File: src/sv/u8dec_pkg.sv
`timescale 1ns / 1ps
// ----------------------------------------------------------------------------
// UTF-8 decoder package
// Byte classes, field widths and the lead byte classifier.
// ----------------------------------------------------------------------------
package u8dec_pkg;

  localparam int unsigned ByteW  = 8;
  localparam int unsigned CpW    = 21;
  localparam int unsigned CntW   = 3;
  localparam int unsigned MTdataW = 24;

  typedef enum logic [2:0] {
    CLS_CONT  = 3'd0,
    CLS_ASCII = 3'd1,
    CLS_LEAD2 = 3'd2,
    CLS_LEAD3 = 3'd3,
    CLS_LEAD4 = 3'd4,
    CLS_BAD   = 3'd5
  } byte_class_e;

  // Classifies a byte by its top five bits.
  function automatic byte_class_e lead_class(input logic [4:0] top);
    byte_class_e cls;
    case (top) inside
      [5'd0 : 5'd15]:  cls = CLS_ASCII;
      [5'd16 : 5'd23]: cls = CLS_CONT;
      [5'd24 : 5'd27]: cls = CLS_LEAD2;
      [5'd28 : 5'd29]: cls = CLS_LEAD3;
      5'd30:           cls = CLS_LEAD4;
      default:         cls = CLS_BAD;
    endcase
    return cls;
  endfunction

endpackage

File: src/sv/utf8_byte_stream_decoder.sv
`timescale 1ns / 1ps
// ----------------------------------------------------------------------------
// UTF-8 byte stream decoder
// Gathers UTF-8 sequences one byte per transaction and emits code points,
// with one error transaction per byte of a broken or truncated sequence.
// ----------------------------------------------------------------------------
// The first result of a byte appears in the cycle after the byte is accepted.
// Throughput: one byte per cycle while each byte yields at most one result
// and the output is not stalled; a byte that yields several results holds
// the input until they are replayed, one result per cycle while m_axis_tready is high.
// Reset: rst_ni clears the open sequence and empties the output register.
module utf8_byte_stream_decoder (
  input  logic                            clk_i,
  input  logic                            rst_ni,
  input  logic                            s_axis_tvalid,
  output logic                            s_axis_tready,
  input  logic [u8dec_pkg::ByteW-1:0]     s_axis_tdata,  // [7:0] data_byte
  input  logic                            s_axis_tlast,  // end_of_string
  output logic                            m_axis_tvalid,
  input  logic                            m_axis_tready,
  // [20:0] code_point, [23:21] byte_count
  output logic [u8dec_pkg::MTdataW-1:0]   m_axis_tdata,
  output logic                            m_axis_tuser,  // [0] bad_sequence
  output logic                            m_axis_tlast   // run_last
);
  import u8dec_pkg::*;

  logic [CpW-1:0]  pv_q, pv_d;
  logic [CntW-1:0] len_q, len_d;
  logic [CntW-1:0] gath_q, gath_d;

  logic [CntW-1:0] err_left_q, err_left_d;
  logic            tail_v_q, tail_v_d;
  logic [CpW-1:0]  tail_cp_q, tail_cp_d;
  logic            tail_bad_q, tail_bad_d;
  logic [CntW-1:0] tail_cnt_q, tail_cnt_d;

  byte_class_e     cls;
  logic [CpW-1:0]  pv_shift;
  logic [CntW-1:0] gath_inc;
  logic            fresh;
  logic            s_fire, m_fire, busy;

  assign busy          = (err_left_q != '0) || tail_v_q;
  assign m_axis_tvalid = busy;
  assign m_fire        = m_axis_tvalid && m_axis_tready;
  assign m_axis_tlast  = (err_left_q == '0) ||
                         ((err_left_q == CntW'(1)) && !tail_v_q);
  assign s_axis_tready = !busy || (m_fire && m_axis_tlast);
  assign s_fire        = s_axis_tvalid && s_axis_tready;

  always_comb begin
    if (err_left_q != '0) begin
      m_axis_tdata = {CntW'(1), CpW'(0)};
      m_axis_tuser = 1'b1;
    end else begin
      m_axis_tdata = {tail_cnt_q, tail_cp_q};
      m_axis_tuser = tail_bad_q;
    end
  end

  always_comb begin
    cls        = lead_class(s_axis_tdata[7:3]);
    pv_shift   = {pv_q[CpW-7:0], s_axis_tdata[5:0]};
    gath_inc   = gath_q + CntW'(1);
    pv_d       = pv_q;
    len_d      = len_q;
    gath_d     = gath_q;
    err_left_d = '0;
    tail_v_d   = 1'b0;
    tail_cp_d  = '0;
    tail_bad_d = 1'b0;
    tail_cnt_d = CntW'(1);
    fresh      = 1'b0;

    if (len_q == '0) begin
      fresh = 1'b1;
    end else if (cls == CLS_CONT) begin
      if (gath_inc >= len_q) begin
        tail_v_d   = 1'b1;
        tail_cp_d  = pv_shift;
        tail_cnt_d = len_q;
        pv_d       = '0;
        len_d      = '0;
        gath_d     = '0;
      end else if (s_axis_tlast) begin
        err_left_d = gath_inc;
        pv_d       = '0;
        len_d      = '0;
        gath_d     = '0;
      end else begin
        pv_d   = pv_shift;
        gath_d = gath_inc;
      end
    end else begin
      err_left_d = gath_q;
      pv_d       = '0;
      len_d      = '0;
      gath_d     = '0;
      fresh      = 1'b1;
    end

    if (fresh) begin
      case (cls)
        CLS_ASCII: begin
          tail_v_d  = 1'b1;
          tail_cp_d = CpW'(s_axis_tdata);
        end
        CLS_LEAD2, CLS_LEAD3, CLS_LEAD4: begin
          if (s_axis_tlast) begin
            tail_v_d   = 1'b1;
            tail_bad_d = 1'b1;
          end else begin
            len_d  = CntW'(cls);
            gath_d = CntW'(1);
            if (cls == CLS_LEAD2) begin
              pv_d = CpW'(s_axis_tdata[4:0]);
            end else if (cls == CLS_LEAD3) begin
              pv_d = CpW'(s_axis_tdata[3:0]);
            end else begin
              pv_d = CpW'(s_axis_tdata[2:0]);
            end
          end
        end
        default: begin
          tail_v_d   = 1'b1;
          tail_bad_d = 1'b1;
        end
      endcase
    end
  end

  always_ff @(posedge clk_i or negedge rst_ni) begin
    if (!rst_ni) begin
      pv_q       <= '0;
      len_q      <= '0;
      gath_q     <= '0;
      err_left_q <= '0;
      tail_v_q   <= 1'b0;
    end else if (s_fire) begin
      pv_q       <= pv_d;
      len_q      <= len_d;
      gath_q     <= gath_d;
      err_left_q <= err_left_d;
      tail_v_q   <= tail_v_d;
    end else if (m_fire) begin
      if (err_left_q != '0) begin
        err_left_q <= err_left_q - CntW'(1);
      end else begin
        tail_v_q <= 1'b0;
      end
    end
  end

  always_ff @(posedge clk_i) begin
    if (s_fire) begin
      tail_cp_q  <= tail_cp_d;
      tail_bad_q <= tail_bad_d;
      tail_cnt_q <= tail_cnt_d;
    end
  end

  assert property (@(posedge clk_i) disable iff (!rst_ni)
    m_axis_tvalid && m_axis_tuser |->
      (m_axis_tdata[CpW-1:0] == '0) && (m_axis_tdata[CpW+CntW-1:CpW] == CntW'(1)))
    else $error("Error result carries a code point or a byte count other than one.");

  assert property (@(posedge clk_i) disable iff (!rst_ni)
    s_fire |-> !busy || (m_fire && m_axis_tlast))
    else $error("Byte accepted while earlier results are still pending.");

  assert property (@(posedge clk_i) disable iff (!rst_ni)
    len_q != '0 |-> (gath_q != '0) && (gath_q < len_q) && (len_q <= CntW'(4)))
    else $error("Open sequence has an inconsistent byte count.");

  assert property (@(posedge clk_i) disable iff (!rst_ni)
    s_fire && s_axis_tlast |=> len_q == '0)
    else $error("Sequence left open after the last byte of a string.");

  assert property (@(posedge clk_i) disable iff (!rst_ni)
    err_left_q > CntW'(3) |-> 1'b0)
    else $error("Error run longer than the longest broken sequence.");

endmodule
File: config.mk
export PLATFORM = sky130hd
export DESIGN_NAME = utf8_byte_stream_decoder
export DESIGN_NICKNAME = d
export VERILOG_FILES = /design/src/sv/u8dec_pkg.sv /design/src/sv/utf8_byte_stream_decoder.sv
export SDC_FILE = /design/constraint.sdc
export NUM_CORES = 1
export LEC_CHECK = 0
export ABC_CLOCK_PERIOD_IN_PS = 5000
export BUFFER_PORTS_ARGS = -buffer_cell sky130_fd_sc_hd__buf_2
export CELL_PAD_IN_SITES_DETAIL_PLACEMENT = 0
export CELL_PAD_IN_SITES_GLOBAL_PLACEMENT = 1
export CORE_MARGIN = 3
export CORE_UTILIZATION = 49
export CTS_BUF_LIST = sky130_fd_sc_hd__clkbuf_4 sky130_fd_sc_hd__clkbuf_8
export DETAILED_ROUTE_END_ITERATION = 10
export PLACE_DENSITY = 0.85
export SLEW_MARGIN = 20
export SYNTH_ARGS = -nofsm -noshare
export SYNTH_HDL_FRONTEND = slang
export SYNTH_SLANG_ARGS = --single-unit
File: constraint.sdc
create_clock -name clk_i -period 5 [get_ports clk_i]
set_input_delay 0.5 -clock clk_i [delete_from_list [all_inputs] [get_ports clk_i]]
set_output_delay 0.5 -clock clk_i [all_outputs]
set_load 0.1 [all_outputs]
---- Yosys cells after proc, flatten, opt, wreduce, memory -nomap -nowiden ----
Cells that the tools add are included.
Widths: inputs -> output; s select.
storage, ports and cells
  flip-flop bits (word level) ............. 56
operators by class
  add/sub/neg operators ................... 2
  $lt $le $gt $ge ......................... 9
  equal/unequal tests ..................... 7
  muxes and demuxes ....................... 55
  bitwise gates (word level) .............. 2
  reduce and logical (&&, ||, !) cells .... 23
operator list
  operator             number
  $mux 21              12
  $mux 3               25
  $mux 24              1
  $ge 5x5->1 const B   3
  $le 5x5->1 const B   3
  $mux 1               14
  $logic_not 3->1      3
  $logic_and 1x1->1    8
  $eq 3x1->1 const B   2
  $eq 3x2->1 const B   2
  $reduce_or 3->1      2
  $eq 5x5->1 const B   1
  $ge 5x1->1 const B   1
  $le 5x4->1 const B   1
  $mux 5               1
  $mux 4               1
  $reduce_and 2->1     2
  $reduce_bool 2->1    2
  $add 3x1->3 const B  1
  $eq 3x3->1 const B   1
  $ge 3x3->1           1
  $logic_or 1x1->1     3
  $reduce_bool 3->1    1
  $sub 3x1->3 const B  1
  4 further kinds      6

---- Depth between registers and ports, before layout ----
  depth after elaboration ................. 13
  mapped depth ............................ 10

---- Least setup slack after synthesis ----
OpenSTA, ideal clock, no wires.
  path type ............................... reg2out
  start ................................... reg err_left_q[0]
  end ..................................... out s_axis_tready
  arrival time ............................ 3.110 ns
  setup slack ............................. 1.390 ns
  stages on the path, launching flop included .. 7
  buffers on the path ..................... 0
  cell sequence ........................... dfrtp_1 > inv_1 > ha_1 > inv_1 > nor2_1 > a21oi_1 > nor3_1
between the ends
  cells in the longest elaborated chain, start to end .. 5
ends and longest elaborated chain
  element                                                       RTL line                                                        RTL
  start: declaration                                            utf8_byte_stream_decoder.sv:32                                  logic [CntW-1:0] err_left_q, err_left_d;
  start signal: assignment                                      utf8_byte_stream_decoder.sv:144                                 err_left_q <= err_left_d;
  start signal: assignment                                      utf8_byte_stream_decoder.sv:148                                 err_left_q <= err_left_q - CntW'(1);
  $eq 3x1->1 / $reduce_bool 3->1 (equally long branches)        utf8_byte_stream_decoder.sv:48, utf8_byte_stream_decoder.sv:44
  $logic_and 1x1->1 / $logic_or 1x1->1 (equally long branches)  utf8_byte_stream_decoder.sv:48, utf8_byte_stream_decoder.sv:44
  $logic_or 1x1->1 / $logic_and 1x1->1 (equally long branches)  utf8_byte_stream_decoder.sv:47, utf8_byte_stream_decoder.sv:46
  $logic_and 1x1->1                                             utf8_byte_stream_decoder.sv:49                                  assign s_axis_tready = !busy || (m_fire && m_axis_tlast);
  $logic_or 1x1->1 *                                            utf8_byte_stream_decoder.sv:49
  end: declaration                                              utf8_byte_stream_decoder.sv:16                                  output logic s_axis_tready,
Every way passes the cells marked *; elsewhere a longest branch is shown, timed or not.

---- Final worst setup path ----
  start ................................... reg gath_q[0]
  end ..................................... reg tail_cp_q[0], data pin
between the ends
  cells in the longest elaborated chain, start to end .. 7
ends and longest elaborated chain
  element                   RTL line                         RTL
  start: declaration        utf8_byte_stream_decoder.sv:30   logic [CntW-1:0] gath_q, gath_d;
  start signal: assignment  utf8_byte_stream_decoder.sv:143  gath_q <= gath_d;
  $add 3x1->3 *             utf8_byte_stream_decoder.sv:65   gath_inc = gath_q + CntW'(1);
  $ge 3x3->1 *              utf8_byte_stream_decoder.sv:79   if (gath_inc >= len_q) begin
  $mux 21 *                 utf8_byte_stream_decoder.sv:79
  $mux 21 *                 utf8_byte_stream_decoder.sv:78   end else if (cls == CLS_CONT) begin
  $mux 21 *                 utf8_byte_stream_decoder.sv:76   if (len_q == '0) begin
  $mux 21                   utf8_byte_stream_decoder.sv:104  case (cls)
  $mux 21 *                 utf8_byte_stream_decoder.sv:103  if (fresh) begin
  via tail_cp_d[0]          utf8_byte_stream_decoder.sv:34   logic [CpW-1:0] tail_cp_q, tail_cp_d;
  end signal: assignment    utf8_byte_stream_decoder.sv:157  tail_cp_q <= tail_cp_d;
  end: declaration          utf8_byte_stream_decoder.sv:34
The timed path passes the listed nets; every way through them passes the cells marked *.
A chain may end at the register's enable or synchronous reset.

==> reports/metrics.yaml <==
drive_above_1_share_pct: 21.2
grt_max_degree: 34
synth-simple-area-share_pct: 23.0
final.fill_count: 418
seq_area_frac_synth_pct: 56.9
routed_wl_mm: 4.58
crit_path_start_kind: "register"
synth_edf_count: 25
synth_compound_area_share_pct: 13.4
reg2reg_from: "gath_q[0]"
drtPass1Iterations: 4
route.detailed.drc: 0
tritoncts: "yes"
fin_setup_tns_ps: 0
synth.avg_cell_area_um2: 11.4
die_area_mm2: 0.00582
vias_per_cell: 5.32
grt_use_total_pct: 16.9
synthAdderAreaFrac_pct: 3.62
vias: 1703
synth_area_mm2: 0.00242
overflow: 0
drtIter0Drc: 89
die_h_um: 76.3
endpoint_kind: "register"
clkSinkCount: 50
syn_to_final_growth_pct: 14.2
placement.io_buffers: 40
ys_warn_count: 0
cp_slowest_cell: "nor2b_2"
hpwlAfterDp_mm: 3.34
clock_path_buffers: 2
max_stage_delay_ps: 640
antenna_found_initial: 0
diodes: 0
wl_per_cell_um: 14.3
num_io_pins: 41
register_area_mm2: 0.00138
max_freq_mhz: 352
skew_ps: 8.76
period_needed_ps: 2840
cpLargestDelayFamily: "simple AND/OR/NAND/NOR gates"
path_cells: "ha_1, nand2b_1, nand2_1, ha_1, nand2_1, o21ai_1, nor2b_2, nand2b_1, and2_1"
setup_viol_count_final: 0
postRouteAntennaNets: 0
rsz0062_at_grt: "no"
insertion_delay_ps: 300
tightest_slew_ps: 669
ys_ff_latch: 50
hold_buffers: 0
path_clk_slew_ps: 100
critPathKind: "register to register"
drv_slew: 0
cts_max_level: 2
core_mm2: 0.00456
fp.dieW_um: 76.3
start_util_pct: 53.0
row_count: 24
max_cap_violations: 0
syn_nets: 232
fin_nets: 274
ys_types: 39
grt_pass1_vias: 1631
synthFlopType: "edfxtp_1"
synthArstFlopShare_pct: 50.0
yosys.area_share.xor_xnor_pct: 0.362
gp_congestion: 0.816
worstPathMaxFanout: 19
multi_input_area_um2: 976
status: "finished clean"
root_buffer: "clkbuf_8"
final-hold-violation-count: 0
cts_setup_buffers: 0
synthMuxAreaShare_pct: 0
hp-class: "primary input to asynchronous set/reset pin"
synth_cells: 212
critPathLaunch: "gath_q[0]"
required_ps: 5180
grt_pass1_wl_mm: 7.89
post_cts_resized: 0
post-route-period-util_pct: 56.8
path_buf_inv: 0
cp.arrival_ps: 3020
numCtsBuffers: 5
slew_headroom_pct: 55.4
synth_top_family_by_area: "simple AND/OR/NAND/NOR gates"
-- sequential cells by signal, summed over array words and instances (netlist names) --
name / count
err_left_q: 3
gath_q: 3
len_q: 3
pv_q: 15
tail_bad_q: 1
tail_cnt_q: 3
tail_cp_q: 21
tail_v_q: 1
-- Yosys cell counts, types with 5 or more instances --
master / n / area [µm²]
and2_1: 45 / 282
dfrtp_1: 25 / 626
edfxtp_1: 25 / 751
nand2_1: 16 / 60.1
a22o_1: 14 / 123
a21oi_1: 8 / 40.0
nor2_1: 8 / 30.0
ha_1: 7 / 87.6
inv_1: 7 / 26.3
nand2b_1: 6 / 37.5
a32o_1: 5 / 50.1
o21ai_0: 5 / 25.0
-- worst register-to-register path, stage by stage, from the launching register on --
cell	delay, ps
dfrtp_1	450
ha_1	250
nand2b_1	110
nand2_1	60
ha_1	280
nand2_1	50
o21ai_1	420
nor2b_2	640
nand2b_1	300
and2_1	160
-- cell usage in the layout (no fill, tap or decap), drive strengths merged --
cell type and instances:
o22ai 3, a21o 1, a221o 1, or4 1
o31ai 1, nor3b 1, nor2b 3, a2bb2oi 1
clkinvlp 2, a22o 14, or3 4, edfxtp 25
nand3 2, and3 2, o22a 1, nor2 8
o211ai 1, o21bai 1, o21ai 7, buf 41
dfrtp 25, xnor2 1, nor3 3, a32o 5
ha 7, and2 45, or2 2, nand3b 1
inv 9, nand2b 6, clkbuf 5, nand2 16
nor4 1, nor4b 1, a21oi 8
-- path summary, 6_finish.rpt --
| kind | slack (ps) | to | depth (start not counted) |
|---|---|---|---|
| min reg2reg | 490 | tail_v_q | 2 |
| min | 170 | len_q[2] | 1 |
| max in group asynchronous | 4440 | gath_q[2] | 1 |
| min in group clk_i | 430 | pv_q[2] | 2 |
| max reg2reg | 2160 | tail_cp_q[0] | 9 |
| max | 2160 | tail_cp_q[0] | 9 |
-- per-stage QoR --
stage          hold WS (ps)  instances  setup slack, ps  utilization, %  cell area, µm²
3_5_place_dp            478        312             2180            58.5            2670
2_1_floorplan           204        212             1390               -            2420
3_3_place_gp            473        312             2270            58.5            2670
6_report                175        320             2160            60.6            2760
5_1_grt                 220        320             1900            60.6            2760
4_1_cts                 197        320             2160            60.6            2760
-- cell families after synthesis --
group / Yosys count
buffers and inverters: 14
and+or+nand+nor: 96
xor gates and xnor gates: 1
AOI/OAI and AO/OA: 44
DFF: 50
adders and majority gates: 7
-- layout make-up --
class / count / area share (%)
clock buffers: 5 / 2.49
clock inverters: 3 / 0.860
repair buffers: 41 / 7.51
well taps: 65 / 2.94
inverters: 8 / 1.09
flip-flops and latches: 50 / 49.8
multi-input cells: 148 / 35.3
-- per-layer routing --
| layer | up-vias | global-route usage [%] | wire (µm) |
|---|---|---|---|
| li1 | 842 | - | - |
| met1 | 809 | 22.8 | 2170 |
| met2 | 44 | 26.4 | 2100 |
| met3 | 8 | 4.61 | 240 |
| met4 | 0 | 5.98 | 65 |
| met5 | - | 0 | 0 |
Power is not shown: default switching activity piles up to over one toggle a cycle in this logic, so the estimate is an artifact.
